--- config.mk ---
export PLATFORM = sky130hd
export DESIGN_NAME = bitmap_block_allocator
export DESIGN_NICKNAME = d
export VERILOG_FILES = /design/src/bba_pkg.sv /design/src/bba_ram.sv /design/src/bba_word_unit.sv /design/src/bitmap_block_allocator.sv
export SDC_FILE = /design/constraint.sdc
export NUM_CORES = 1
export LEC_CHECK = 0
export BUFFER_PORTS_ARGS = -buffer_cell sky130_fd_sc_hd__buf_2
export CAP_MARGIN = 20
export CORE_MARGIN = 2
export CORE_UTILIZATION = 35
export CTS_CLUSTER_DIAMETER = 120
export DETAILED_ROUTE_END_ITERATION = 10
export GPL_TIMING_DRIVEN = 0
export PLACE_DENSITY = 0.46
export SLEW_MARGIN = 0
export SYNTH_ARGS = -nofsm -noshare
export SYNTH_HDL_FRONTEND = slang
export SYNTH_SLANG_ARGS = --single-unit
--- constraint.sdc ---
create_clock -name clk_i -period 15 [get_ports clk_i]
set_clock_uncertainty 0.15 [all_clocks]
set_input_delay 0 -clock clk_i [delete_from_list [all_inputs] [get_ports clk_i]]
set_output_delay 0 -clock clk_i [all_outputs]
set_load 0.005 [all_outputs]
--- src/bba_pkg.sv ---
// Shared types and codes of the bitmap block allocator.
// No dependencies; imported by the word unit, the top level and the checker.
package bba_pkg;

  typedef enum logic [1:0] {
    KIND_ALLOC   = 2'd0,
    KIND_FREE    = 2'd1,
    KIND_RESERVE = 2'd2,
    KIND_RELEASE = 2'd3
  } kind_e;

  typedef enum logic [1:0] {
    STAT_OK           = 2'd0,
    STAT_NONE_FREE    = 2'd1,
    STAT_OUT_OF_RANGE = 2'd2
  } status_e;

  // What the word unit does to one map word
  typedef enum logic [1:0] {
    WOP_FIND  = 2'd0,
    WOP_SET   = 2'd1,
    WOP_CLEAR = 2'd2
  } wop_e;

  typedef enum logic [2:0] {
    S_INIT = 3'b001,
    S_IDLE = 3'b010,
    S_WALK = 3'b100
  } state_e;

  typedef struct packed {
    logic found;      // word holds a free block (find)
    logic last_word;  // word holds the last block of the run
  } word_stat_t;

endpackage

--- src/bba_ram.sv ---
// Generic single-write, single-read RAM with registered read data.
// No dependencies.
module bba_ram #(
  parameter int unsigned WIDTH = 32,
  parameter int unsigned DEPTH = 32,
  localparam int unsigned AW = (DEPTH > 1) ? $clog2(DEPTH) : 1
) (
  input  logic             clk_i,
  input  logic             we_i,
  input  logic [AW-1:0]    waddr_i,
  input  logic [WIDTH-1:0] wdata_i,
  input  logic [AW-1:0]    raddr_i,
  output logic [WIDTH-1:0] rdata_o
);

  logic [WIDTH-1:0] mem_q [DEPTH];

  always_ff @(posedge clk_i) begin
    if (we_i) begin
      mem_q[waddr_i] <= wdata_i;
    end
    rdata_o <= mem_q[raddr_i];
  end

endmodule

--- src/bba_word_unit.sv ---
// Shared word unit: lowest-free-bit search and run mask set/clear on one map word.
// Depends on bba_pkg.
module bba_word_unit import bba_pkg::*; #(
  parameter int unsigned WORD_BITS = 32,
  parameter int unsigned IDX_W     = 10,
  parameter int unsigned BASE_W    = 11,
  localparam int unsigned OFF_W    = $clog2(WORD_BITS)
) (
  input  wop_e                 op_i,
  input  logic [WORD_BITS-1:0] word_i,
  input  logic [BASE_W-1:0]    base_i,   // block number of bit 0
  input  logic [IDX_W-1:0]     first_i,
  input  logic [IDX_W-1:0]     last_i,
  output logic [WORD_BITS-1:0] word_o,
  output logic [OFF_W-1:0]     off_o,
  output word_stat_t           stat_o
);

  localparam logic [BASE_W-1:0] WB_B  = BASE_W'(WORD_BITS);
  localparam logic [OFF_W-1:0]  TOP_B = OFF_W'(WORD_BITS - 1);

  logic [BASE_W-1:0]    first_ext, last_ext, lo_gap, hi_gap;
  logic                 after_base, run_later, last_word;
  logic [OFF_W-1:0]     lo_off, hi_off;
  logic [WORD_BITS-1:0] ones, mask, pick;

  assign ones      = '1;
  assign first_ext = BASE_W'(first_i);
  assign last_ext  = BASE_W'(last_i);
  assign lo_gap    = first_ext - base_i;
  assign hi_gap    = last_ext - base_i;

  assign after_base = first_ext > base_i;
  assign run_later  = after_base && (lo_gap >= WB_B);  // run starts in a later word
  assign last_word  = hi_gap < WB_B;
  assign lo_off     = after_base ? lo_gap[OFF_W-1:0] : '0;
  assign hi_off     = last_word ? hi_gap[OFF_W-1:0] : TOP_B;
  assign mask       = run_later ? '0 : ((ones << lo_off) & (ones >> (TOP_B - hi_off)));

  // lowest set bit wins
  always_comb begin
    off_o = '0;
    for (int i = WORD_BITS - 1; i >= 0; i--) begin
      if (word_i[i]) begin
        off_o = OFF_W'(i);
      end
    end
  end

  assign stat_o = '{found: |word_i, last_word: last_word};
  assign pick   = {{(WORD_BITS-1){1'b0}}, 1'b1} << off_o;

  always_comb begin
    case (op_i)
      WOP_FIND:  word_o = word_i & ~pick;
      WOP_SET:   word_o = word_i | mask;
      WOP_CLEAR: word_o = word_i & ~mask;
      default:   word_o = word_i;
    endcase
  end

endmodule

--- src/bitmap_block_allocator.sv ---
// Bitmap free-block allocator top level: sequencer, map RAM and free count.
// Depends on bba_pkg, bba_ram and bba_word_unit.

// Tracks MAP_BLOCKS blocks in a RAM of WORD_BITS-bit words (1 = free) plus a
// free count. An item is taken when start_i is high and busy_o is low; its
// one result appears for a single cycle with done_o, and the receiver cannot
// stall it. After reset a clearing pass writes the map, one word per cycle,
// with busy_o high. Rejected and empty-run items give their result in the
// cycle after acceptance with no busy time. Other items walk the map from
// word 0 through the single RAM read port, one word per cycle, up to the word
// holding the lowest free block (allocate; the last word when the map is
// full) or the last block of the run (free or range).
// A new item may be started in the cycle its predecessor's result is shown.
module bitmap_block_allocator import bba_pkg::*; #(
  parameter int unsigned MAP_BLOCKS = 1024,
  parameter int unsigned WORD_BITS  = 32,
  localparam int unsigned IDX_W     = $clog2(MAP_BLOCKS),
  localparam int unsigned CNT_W     = $clog2(MAP_BLOCKS + 1)
) (
  input  logic             clk_i,
  input  logic             rst_ni,
  input  logic             start_i,
  output logic             busy_o,
  input  logic [1:0]       kind_i,
  input  logic [IDX_W-1:0] start_block_i,
  input  logic [CNT_W-1:0] block_count_i,
  output logic             done_o,
  output logic [1:0]       status_o,
  output logic [IDX_W-1:0] block_index_o,
  output logic [CNT_W-1:0] free_blocks_o
);

  localparam int unsigned MAP_WORDS = (MAP_BLOCKS + WORD_BITS - 1) / WORD_BITS;
  localparam int unsigned AW        = (MAP_WORDS > 1) ? $clog2(MAP_WORDS) : 1;
  localparam int unsigned OFF_W     = $clog2(WORD_BITS);
  localparam int unsigned BASE_W    = $clog2(MAP_BLOCKS + WORD_BITS);
  localparam int unsigned LAST_BITS = MAP_BLOCKS - (MAP_WORDS - 1) * WORD_BITS;

  localparam logic [AW-1:0]        LAST_W    = AW'(MAP_WORDS - 1);
  localparam logic [BASE_W-1:0]    WB_B      = BASE_W'(WORD_BITS);
  localparam logic [CNT_W-1:0]     FULL_CNT  = CNT_W'(MAP_BLOCKS);
  localparam logic [CNT_W:0]       FULL_SUM  = (CNT_W+1)'(MAP_BLOCKS);
  localparam logic [CNT_W-1:0]     ONE_CNT   = CNT_W'(1);
  localparam logic [WORD_BITS-1:0] ALL_FREE  = '1;
  localparam logic [WORD_BITS-1:0] TAIL_FREE = ALL_FREE >> (WORD_BITS - LAST_BITS);

  state_e            state_q, state_d;
  wop_e              op_q, op_d;
  logic [IDX_W-1:0]  first_q, first_d, last_q, last_d;
  logic [CNT_W-1:0]  delta_q, delta_d;
  logic [AW-1:0]     rd_w_q, rd_w_d, p_w_q, p_w_d;
  logic [BASE_W-1:0] rd_base_q, rd_base_d, p_base_q, p_base_d;
  logic              p_vld_q, p_vld_d;
  logic [CNT_W-1:0]  total_q, total_d;
  logic              done_q, done_d;
  status_e           status_q, status_d;
  logic [IDX_W-1:0]  index_q, index_d;

  logic                 ram_we;
  logic [AW-1:0]        ram_waddr;
  logic [WORD_BITS-1:0] ram_wdata, ram_rdata, unit_word;
  logic [OFF_W-1:0]     unit_off;
  word_stat_t           unit_stat;

  logic [CNT_W:0]   run_end;
  logic [CNT_W-1:0] room;
  logic             finish;

  bba_ram #(
    .WIDTH (WORD_BITS),
    .DEPTH (MAP_WORDS)
  ) u_map (
    .clk_i   (clk_i),
    .we_i    (ram_we),
    .waddr_i (ram_waddr),
    .wdata_i (ram_wdata),
    .raddr_i (rd_w_q),
    .rdata_o (ram_rdata)
  );

  bba_word_unit #(
    .WORD_BITS (WORD_BITS),
    .IDX_W     (IDX_W),
    .BASE_W    (BASE_W)
  ) u_unit (
    .op_i    (op_q),
    .word_i  (ram_rdata),
    .base_i  (p_base_q),
    .first_i (first_q),
    .last_i  (last_q),
    .word_o  (unit_word),
    .off_o   (unit_off),
    .stat_o  (unit_stat)
  );

  assign run_end = (CNT_W+1)'(start_block_i) + (CNT_W+1)'(block_count_i);
  assign room    = FULL_CNT - total_q;

  assign finish = p_vld_q && ((op_q == WOP_FIND) ? (unit_stat.found || (p_w_q == LAST_W))
                                                 : unit_stat.last_word);

  always_comb begin
    state_d   = state_q;
    op_d      = op_q;
    first_d   = first_q;
    last_d    = last_q;
    delta_d   = delta_q;
    rd_w_d    = rd_w_q;
    rd_base_d = rd_base_q;
    p_w_d     = p_w_q;
    p_base_d  = p_base_q;
    p_vld_d   = p_vld_q;
    total_d   = total_q;
    done_d    = 1'b0;
    status_d  = status_q;
    index_d   = index_q;
    ram_we    = 1'b0;
    ram_waddr = p_w_q;
    ram_wdata = unit_word;

    case (state_q)
      S_INIT: begin
        ram_we    = 1'b1;
        ram_waddr = rd_w_q;
        ram_wdata = (rd_w_q == LAST_W) ? TAIL_FREE : ALL_FREE;
        if (rd_w_q == LAST_W) begin
          rd_w_d  = '0;
          state_d = S_IDLE;
        end else begin
          rd_w_d = rd_w_q + 1'b1;
        end
      end

      S_IDLE: begin
        if (start_i) begin
          rd_w_d    = '0;
          rd_base_d = '0;
          p_vld_d   = 1'b0;
          index_d   = '0;
          first_d   = start_block_i;
          last_d    = start_block_i;
          delta_d   = ONE_CNT;
          case (kind_i)
            KIND_ALLOC: begin
              op_d    = WOP_FIND;
              state_d = S_WALK;
            end
            KIND_FREE: begin
              if ((CNT_W+1)'(start_block_i) >= FULL_SUM) begin
                done_d   = 1'b1;
                status_d = STAT_OUT_OF_RANGE;
              end else begin
                op_d    = WOP_SET;
                state_d = S_WALK;
              end
            end
            default: begin
              op_d    = (kind_i == KIND_RELEASE) ? WOP_SET : WOP_CLEAR;
              last_d  = IDX_W'(run_end - 1'b1);
              delta_d = block_count_i;
              if (run_end > FULL_SUM) begin
                done_d   = 1'b1;
                status_d = STAT_OUT_OF_RANGE;
              end else if (block_count_i == '0) begin
                done_d   = 1'b1;
                status_d = STAT_OK;
              end else begin
                state_d = S_WALK;
              end
            end
          endcase
        end
      end

      S_WALK: begin
        // read word k+1 while word k is modified and written back
        if (rd_w_q != LAST_W) begin
          rd_w_d    = rd_w_q + 1'b1;
          rd_base_d = rd_base_q + WB_B;
        end
        p_vld_d  = 1'b1;
        p_w_d    = rd_w_q;
        p_base_d = rd_base_q;
        ram_we   = p_vld_q && ((op_q != WOP_FIND) || unit_stat.found);
        if (finish) begin
          state_d   = S_IDLE;
          p_vld_d   = 1'b0;
          rd_w_d    = '0;
          rd_base_d = '0;
          done_d    = 1'b1;
          status_d  = STAT_OK;
          if (op_q == WOP_FIND) begin
            if (unit_stat.found) begin
              index_d = IDX_W'(p_base_q + BASE_W'(unit_off));
              total_d = (total_q == '0) ? '0 : total_q - 1'b1;
            end else begin
              status_d = STAT_NONE_FREE;
            end
          end else if (op_q == WOP_SET) begin
            total_d = (delta_q >= room) ? FULL_CNT : total_q + delta_q;
          end else begin
            total_d = (delta_q >= total_q) ? '0 : total_q - delta_q;
          end
        end
      end

      default: begin
        state_d = S_INIT;
        rd_w_d  = '0;
      end
    endcase
  end

  always_ff @(posedge clk_i or negedge rst_ni) begin
    if (!rst_ni) begin
      state_q   <= S_INIT;
      rd_w_q    <= '0;
      rd_base_q <= '0;
      p_vld_q   <= 1'b0;
      total_q   <= FULL_CNT;
      done_q    <= 1'b0;
      status_q  <= STAT_OK;
      index_q   <= '0;
    end else begin
      state_q   <= state_d;
      rd_w_q    <= rd_w_d;
      rd_base_q <= rd_base_d;
      p_vld_q   <= p_vld_d;
      total_q   <= total_d;
      done_q    <= done_d;
      status_q  <= status_d;
      index_q   <= index_d;
    end
  end

  always_ff @(posedge clk_i) begin
    op_q     <= op_d;
    first_q  <= first_d;
    last_q   <= last_d;
    delta_q  <= delta_d;
    p_w_q    <= p_w_d;
    p_base_q <= p_base_d;
  end

  assign busy_o        = (state_q != S_IDLE);
  assign done_o        = done_q;
  assign status_o      = status_q;
  assign block_index_o = index_q;
  assign free_blocks_o = total_q;

endmodule

; ---- Yosys cells after proc, flatten, opt, wreduce, memory -nomap -nowiden
; Memories as Yosys holds them, arrays and structs flattened. A register that Yosys moved wholly into a read port is not among the register bits.
; Index checks and enable logic that the tools add are counted.
[op_classes]
add_sub_neg = 12
magnitude_cmp = 6
eq_ne = 22
shifts = 3
muxes = 89
bitwise = 6
reduce_logical = 21
[ops]
columns = op, n
row1 = 5-bit 2-to-1 mux, 39
row2 = 11-bit 2-to-1 mux, 9
row3 = 32-bit bitwise AND, 3
row4 = 32-bit case mux with 3 select lines, 1
row5 = 32-bit 2-to-1 mux, 2
row6 = 32-bit NOT, 2
row7 = 10-bit 2-to-1 mux, 5
row8 = 32-bit OR, 1
row9 = 32-bit OR reduction, 1
row10 = 1-bit by 5-bit left shift with 32-bit output (first input constant), 1
row11 = 32-bit by 5-bit left shift with 32-bit output (first input constant), 1
row12 = 32-bit by 5-bit right shift with 32-bit output (first input constant), 1
row13 = 11-bit >= comparator, 2
row14 = 11-bit logical NOT, 2
row15 = 11-bit case mux with 2 select lines, 1
row16 = 10-bit by 11-bit subtractor with 11-bit output, 2
row17 = 10-bit case mux with 2 select lines, 1
row18 = 3-bit 2-to-1 mux, 6
row19 = 5-bit case mux with 3 select lines, 1
row20 = 5-bit AND reduction, 3
row21 = 2-bit inequality test (second input constant), 7
row22 = 10-bit by 11-bit adder with 12-bit output, 1
row23 = 12-bit by 11-bit > comparator with 1-bit output (second input constant), 1
row24 = 1-bit 2-to-1 mux, 12
row25 = other kinds (32), 54
[word_totals]
regBits = 93
ram_bits = 1024
word_cells = 174
mem_count = 1
[mem_list]
columns = memory, depth, word_bits, read_ports, rd_clocked_by_memory_dff, write_ports, line_no
row1 = u_map.mem_q, 32, 32, 1, 1, 1, bba_ram.sv:16  ; logic [WIDTH-1:0] mem_q [DEPTH];

; ---- Depth between registers and ports, before layout
[depth]
depth_word = 37
ltp_mapped = 17

; ---- Modules after synthesis
; A second synthesis with hierarchy kept.
[unflattened]
cells_unflattened = 3419
area_unflattened_um2 = 49700.2
[modules_own_cells]
columns = mod, n_inst, cells_each, area_each_um2
row1 = bba_ram, 1, 2260, 40492.6
row2 = bitmap_block_allocator, 1, 632, 5908.2
row3 = bba_word_unit, 1, 527, 3299.4

; ---- Worst setup path after synthesis
; OpenSTA, ideal clock, no wires.
[synth_timing]
kind = reg2reg
start = register p_base_q[6]
end = memory u_map.mem_q[0][9], data pin
setup_ps = 615
t_arrival_ps = 4420
required_ps = 14235
setup_slack_ps = 9814
path_stages_with_launch = 12
n_path_buf = 1
synth_period_minus_slack_ps = 5186
path_cell_list = edfxtp_1 > inv_1 > ha_1 > a21o_1 > a2bb2oi_1 > a21oi_1 > xor2_1 > clkbuf_1 > nand2_1 > o22ai_1 > nor4_1 > o311ai_0
[synth_between]
elab_chain_cells = 11
elab_cells_between_ends = 18
classes_between = 3 x add/sub / 3 x order compare / 2 x shift / 5 x mux / 4 x bitwise / 1 x reduce/logical
[synth_lines]
columns = element, line_no
row1 = start: declaration, bitmap_block_allocator.sv:52  ; logic [BASE_W-1:0] rd_base_q, rd_base_d, p_base_q, p_base_d;
row2 = start signal: assignment, bitmap_block_allocator.sv:242  ; p_base_q <= p_base_d;
row3 = 10-bit by 11-bit subtractor with 11-bit output, bba_word_unit.sv:31  ; assign hi_gap = last_ext - base_i;
row4 = 11-bit by 6-bit < comparator with 1-bit output, bba_word_unit.sv:35  ; assign last_word = hi_gap < WB_B;
row5 = 5-bit 2-to-1 mux, bba_word_unit.sv:37  ; assign hi_off = last_word ? hi_gap[OFF_W-1:0] : TOP_B;
row6 = 5-bit subtractor, bba_word_unit.sv:38  ; assign mask = run_later ? '0 : ((ones << lo_off) & (ones >> (TOP_B - hi_off)));
row7 = 32-bit by 5-bit right shift with 32-bit output, bba_word_unit.sv:38
row8 = 32-bit bitwise AND, bba_word_unit.sv:38
row9 = 32-bit 2-to-1 mux *, bba_word_unit.sv:38
row10 = 32-bit NOT, bba_word_unit.sv:57  ; WOP_CLEAR: word_o = word_i & ~mask;
row11 = 32-bit bitwise AND, bba_word_unit.sv:57
row12 = 32-bit case mux with 3 select lines *, bba_word_unit.sv:54  ; case (op_i)
row13 = 32-bit 2-to-1 mux *, bitmap_block_allocator.sv:121  ; case (state_q)
row14 = via ram_wdata[9], bitmap_block_allocator.sv:61  ; logic [WORD_BITS-1:0] ram_wdata, ram_rdata, unit_word;
row15 = end: declaration, bba_ram.sv:16
; The timed path passes the listed nets; every way through them passes the cells marked *.

; ---- Worst setup path in the final report
[layout_timing]
start = register u_map.rdata_o[25], read port of u_map.mem_q
end = memory u_map.mem_q[18][19], data pin
[layout_between]
elab_chain_cells = 31
[layout_lines]
columns = element, line_no
row1 = start: declaration, bba_ram.sv:13  ; output logic [WIDTH-1:0] rdata_o
row2 = 5-bit 2-to-1 mux (26 in a row), bba_word_unit.sv:44  ; if (word_i[i]) begin
row3 = 1-bit by 5-bit left shift with 32-bit output, bba_word_unit.sv:51  ; assign pick = {{(WORD_BITS-1){1'b0}}, 1'b1} << off_o;
row4 = 32-bit NOT, bba_word_unit.sv:55  ; WOP_FIND: word_o = word_i & ~pick;
row5 = 32-bit bitwise AND, bba_word_unit.sv:55
row6 = 32-bit case mux with 3 select lines, bba_word_unit.sv:54
row7 = 32-bit 2-to-1 mux, bitmap_block_allocator.sv:121
row8 = via ram_wdata[19], bitmap_block_allocator.sv:61
; The timed path passes the listed nets, and every way through them passes these cells.

==> qor.csv <==
metric,value,unit
status,finished clean,
p_leak,17.6,nW
drt-total-wl,155000,um
dieArea,142000,um^2
grt-ovfl-total,0,
p_sw_frac,0.365,
drc_errors,0,
slowest_delay,920,ps
synthArstFlopShare,0.0342,
hold_path.class,primary input to register,
cap_violations,0,
tightest_slew,1150,ps
layout_setup_ws,9860,ps
grt_pass1_wl,220000,um
critPathArrivalTime,5460,ps
instances_no_fill,5296,
grt_max_degree,38,
die_h,377,um
dpl-instance-area,53100,um^2
max_freq,0.195,GHz
grt_pass1_vias,29678,
finalSetupTns,0,ps
p_int,6.75,mW
syn_area,48600,um^2
pwr-share-comb,0.347,
cp-end-kind,register,
slew_headroom,0.231,
setup_viol,0,
drt_first_pass_iters,6,
timing.critical_path.buf_inv,1,
vias,29587,
ant_nets,0,
antenna_found_initial,2,
mostFrequentLayoutCell,edfxtp_1,
synth_largest_area_cell,edfxtp_1,
wl_per_cell,29.3,um
ys_top_cells_by_area,"edfxtp_1, mux4_2, mux2i_1, o221ai_1, dfrtp_1",
final_area,57500,um^2
rsz0062_at_grt,false,
use_met2,0.367,
final_hold_viol_count,0,
hp-start,block_count_i[7],
vias_per_cell,5.59,
path_delay_family,simple AND/OR/NAND/NOR gates,
gr-usage-met1,0.290,
pre_cts_slack,9820,ps
io_buffers,49,
seq_area_frac_synth,0.694,
rows,136,
top_usage_layer,met2,
synth_seq_cells,1139,
crit_type,register to register,
final_util,0.418,
met3_usage,0.0322,
initial_core_util,0.353,
cp_slowest_cell,a31oi_1,
drtIter0Drc,2790,
synth-main-ff-cell,edfxtp_1,
ys_types,92,
cts_buffers,117,
ir_drop,107,uV
nNetsFinal,3493,
antenna_cells,0,
core,138000,um^2
grtUsageTotal,0.217,
synth_area_per_cell,15.7,um^2
nFillCells,12321,
post_cts_buffers,0,
drive_gt1_frac,0.167,
p_clk_frac,0.271,
yosysWarnings,0,
cp_common_cell,nand3_1,
hpwl,110000,um
powerDensity,185,nW/um^2
clk_pin_slew,60,ps
period_minus_slack,5140,ps
p_seq_frac,0.382,
clock_latency,750,ps
switching_power,3.89,mW
cts-root-buf,clkbuf_16,
synth_edf_count,1068,
slew_viol_final,0,
cts_tree,yes,
crit_chain,or4_1 -> nor3_1 -> a22oi_1 -> a31oi_1 -> nand3_1 -> or2_2 -> o221ai_1 -> nand3_1 -> buf_16,
max-clock-path-buffers,3,
pin_count,51,
worstSetupStartpointType,register,
cts.sinks,1139,
dp.cells,5021,
r2r-start,u_map.rdata_o[25],
synth_top_area_share,0.660,
post_synth_inst_count,3092,
die_x,377,um
multi_input_area,14500,um^2
startpoint,u_map.rdata_o[25],
worstPathRequired,15320,ps
final_cell_mix,"edfxtp_1, nand2_1, mux2i_1, clkbuf_1, a21oi_1",
timing.final.crit_share,0.342,
worst-path-max-fanout,17,
htree_num_levels,3,
seqCellArea,33700,um^2
routabilityCongestion,0.866,
syn2layout_area_growth,18.4,%
worst paths after layout:
path	to	slack (ps)	depth (start not counted)
max	u_map.mem_q[18][19]	9860	9
min	delta_q[7]	50	3
max reg2reg	u_map.mem_q[18][19]	9860	9
min reg2reg	p_base_q[10]	330	0
max in group asynchronous	free_blocks_o[0]	14120	4
min in group asynchronous	state_q[0]	310	3
worst reg2reg max path, cell delays in order (launching register included):
cell and delay (ps):
dfxtp_1 390, or4_1 560, nor3_1 160, a22oi_1 140, a31oi_1 920, nand3_1 650
or2_2 540, o221ai_1 200, nand3_1 710, buf_16 450
metal layers:
metal | part of all wire | wire length (um)
met5 | 0.000064 | 10
met3 | 0.053 | 8200
met4 | 0.026 | 4060
met1 | 0.43 | 67000
met2 | 0.49 | 75800
flip-flops by register name, indices dropped and copies added (netlist names), 5 cells and up:
signal	cells
rd_base_q	6
block_index_o	10
u_map.mem_q	1024
u_map.rdata_o	32
first_q	10
rd_w_q	5
last_q	10
delta_q	11
p_w_q	5
free_blocks_o	11
p_base_q	6
power by group through the flow:
stage	logic [mW]	registers (mW)	clock network, mW
6_report	3.69	4.06	2.88
5_1_grt	3.88	4.08	3.06
4_1_cts	3.69	4.06	2.94
3_5_place_dp	3.67	4.12	0
3_3_place_gp	3.35	4.17	0
2_1_floorplan	1.94	4.07	0
through the flow:
stage	hold slack [ps]	power (mW)
2_1_floorplan	-446	6.01
3_3_place_gp	58.6	7.52
3_5_place_dp	78.7	7.79
4_1_cts	1.31	10.7
5_1_grt	53.1	11.0
6_report	54.6	10.6
synthesized netlist by cell type (4+ instances only):
| cell | instances |
|---|---|
| edfxtp_1 | 1068 |
| nand2_1 | 235 |
| mux2i_1 | 196 |
| a21oi_1 | 152 |
| o21ai_0 | 150 |
| mux4_2 | 128 |
| clkbuf_1 | 125 |
| o221ai_1 | 112 |
| nor2_1 | 108 |
| mux2_2 | 69 |
| ha_1 | 62 |
| inv_1 | 56 |
| o22ai_1 | 48 |
| nor3_1 | 39 |
| dfrtp_1 | 37 |
| nand3_1 | 36 |
| xnor2_1 | 33 |
| dfxtp_1 | 32 |
| buf_1 | 30 |
| nor4_1 | 28 |
| o211ai_1 | 28 |
| a21o_1 | 20 |
| and2_1 | 19 |
| nand2b_1 | 18 |
| o31ai_1 | 17 |
| xor2_1 | 17 |
| a211oi_1 | 16 |
| a31oi_1 | 14 |
| nand3b_1 | 11 |
| or3_1 | 11 |
| nor2b_1 | 9 |
| nor3b_1 | 9 |
| a221o_1 | 8 |
| and3_1 | 8 |
| o21a_1 | 8 |
| or4_1 | 8 |
| a211o_1 | 7 |
| nand4_1 | 7 |
| o2111ai_1 | 7 |
| or2_2 | 6 |
| a221oi_1 | 5 |
| a22oi_1 | 5 |
| buf_2 | 5 |
| a32oi_1 | 4 |
layout make-up:
class                   instances  area share
repair buffers                188      0.0438
inverters                      58     0.00379
clock inverters                64      0.0108
flip-flops and latches       1139       0.586
multi-input cells            1737       0.251
clock buffers                 155      0.0544
well taps                    1794      0.0390
plain buffers                 161      0.0107
cell families after synthesis:
family | synth area share
buf+inv | 0.0172
compound gates | 0.0915
other cells | 0.000155
fa+ha+maj | 0.0172
xor+xnor | 0.00902
simple gates | 0.0555
mux | 0.116
flops | 0.694
what timing repair did:
action | CTS | global route
hold endpoints to repair | 88 | 0
hold buffers | 49 | 0
resized for setup | 0 | 0
Power figures use the tool's default switching activity.
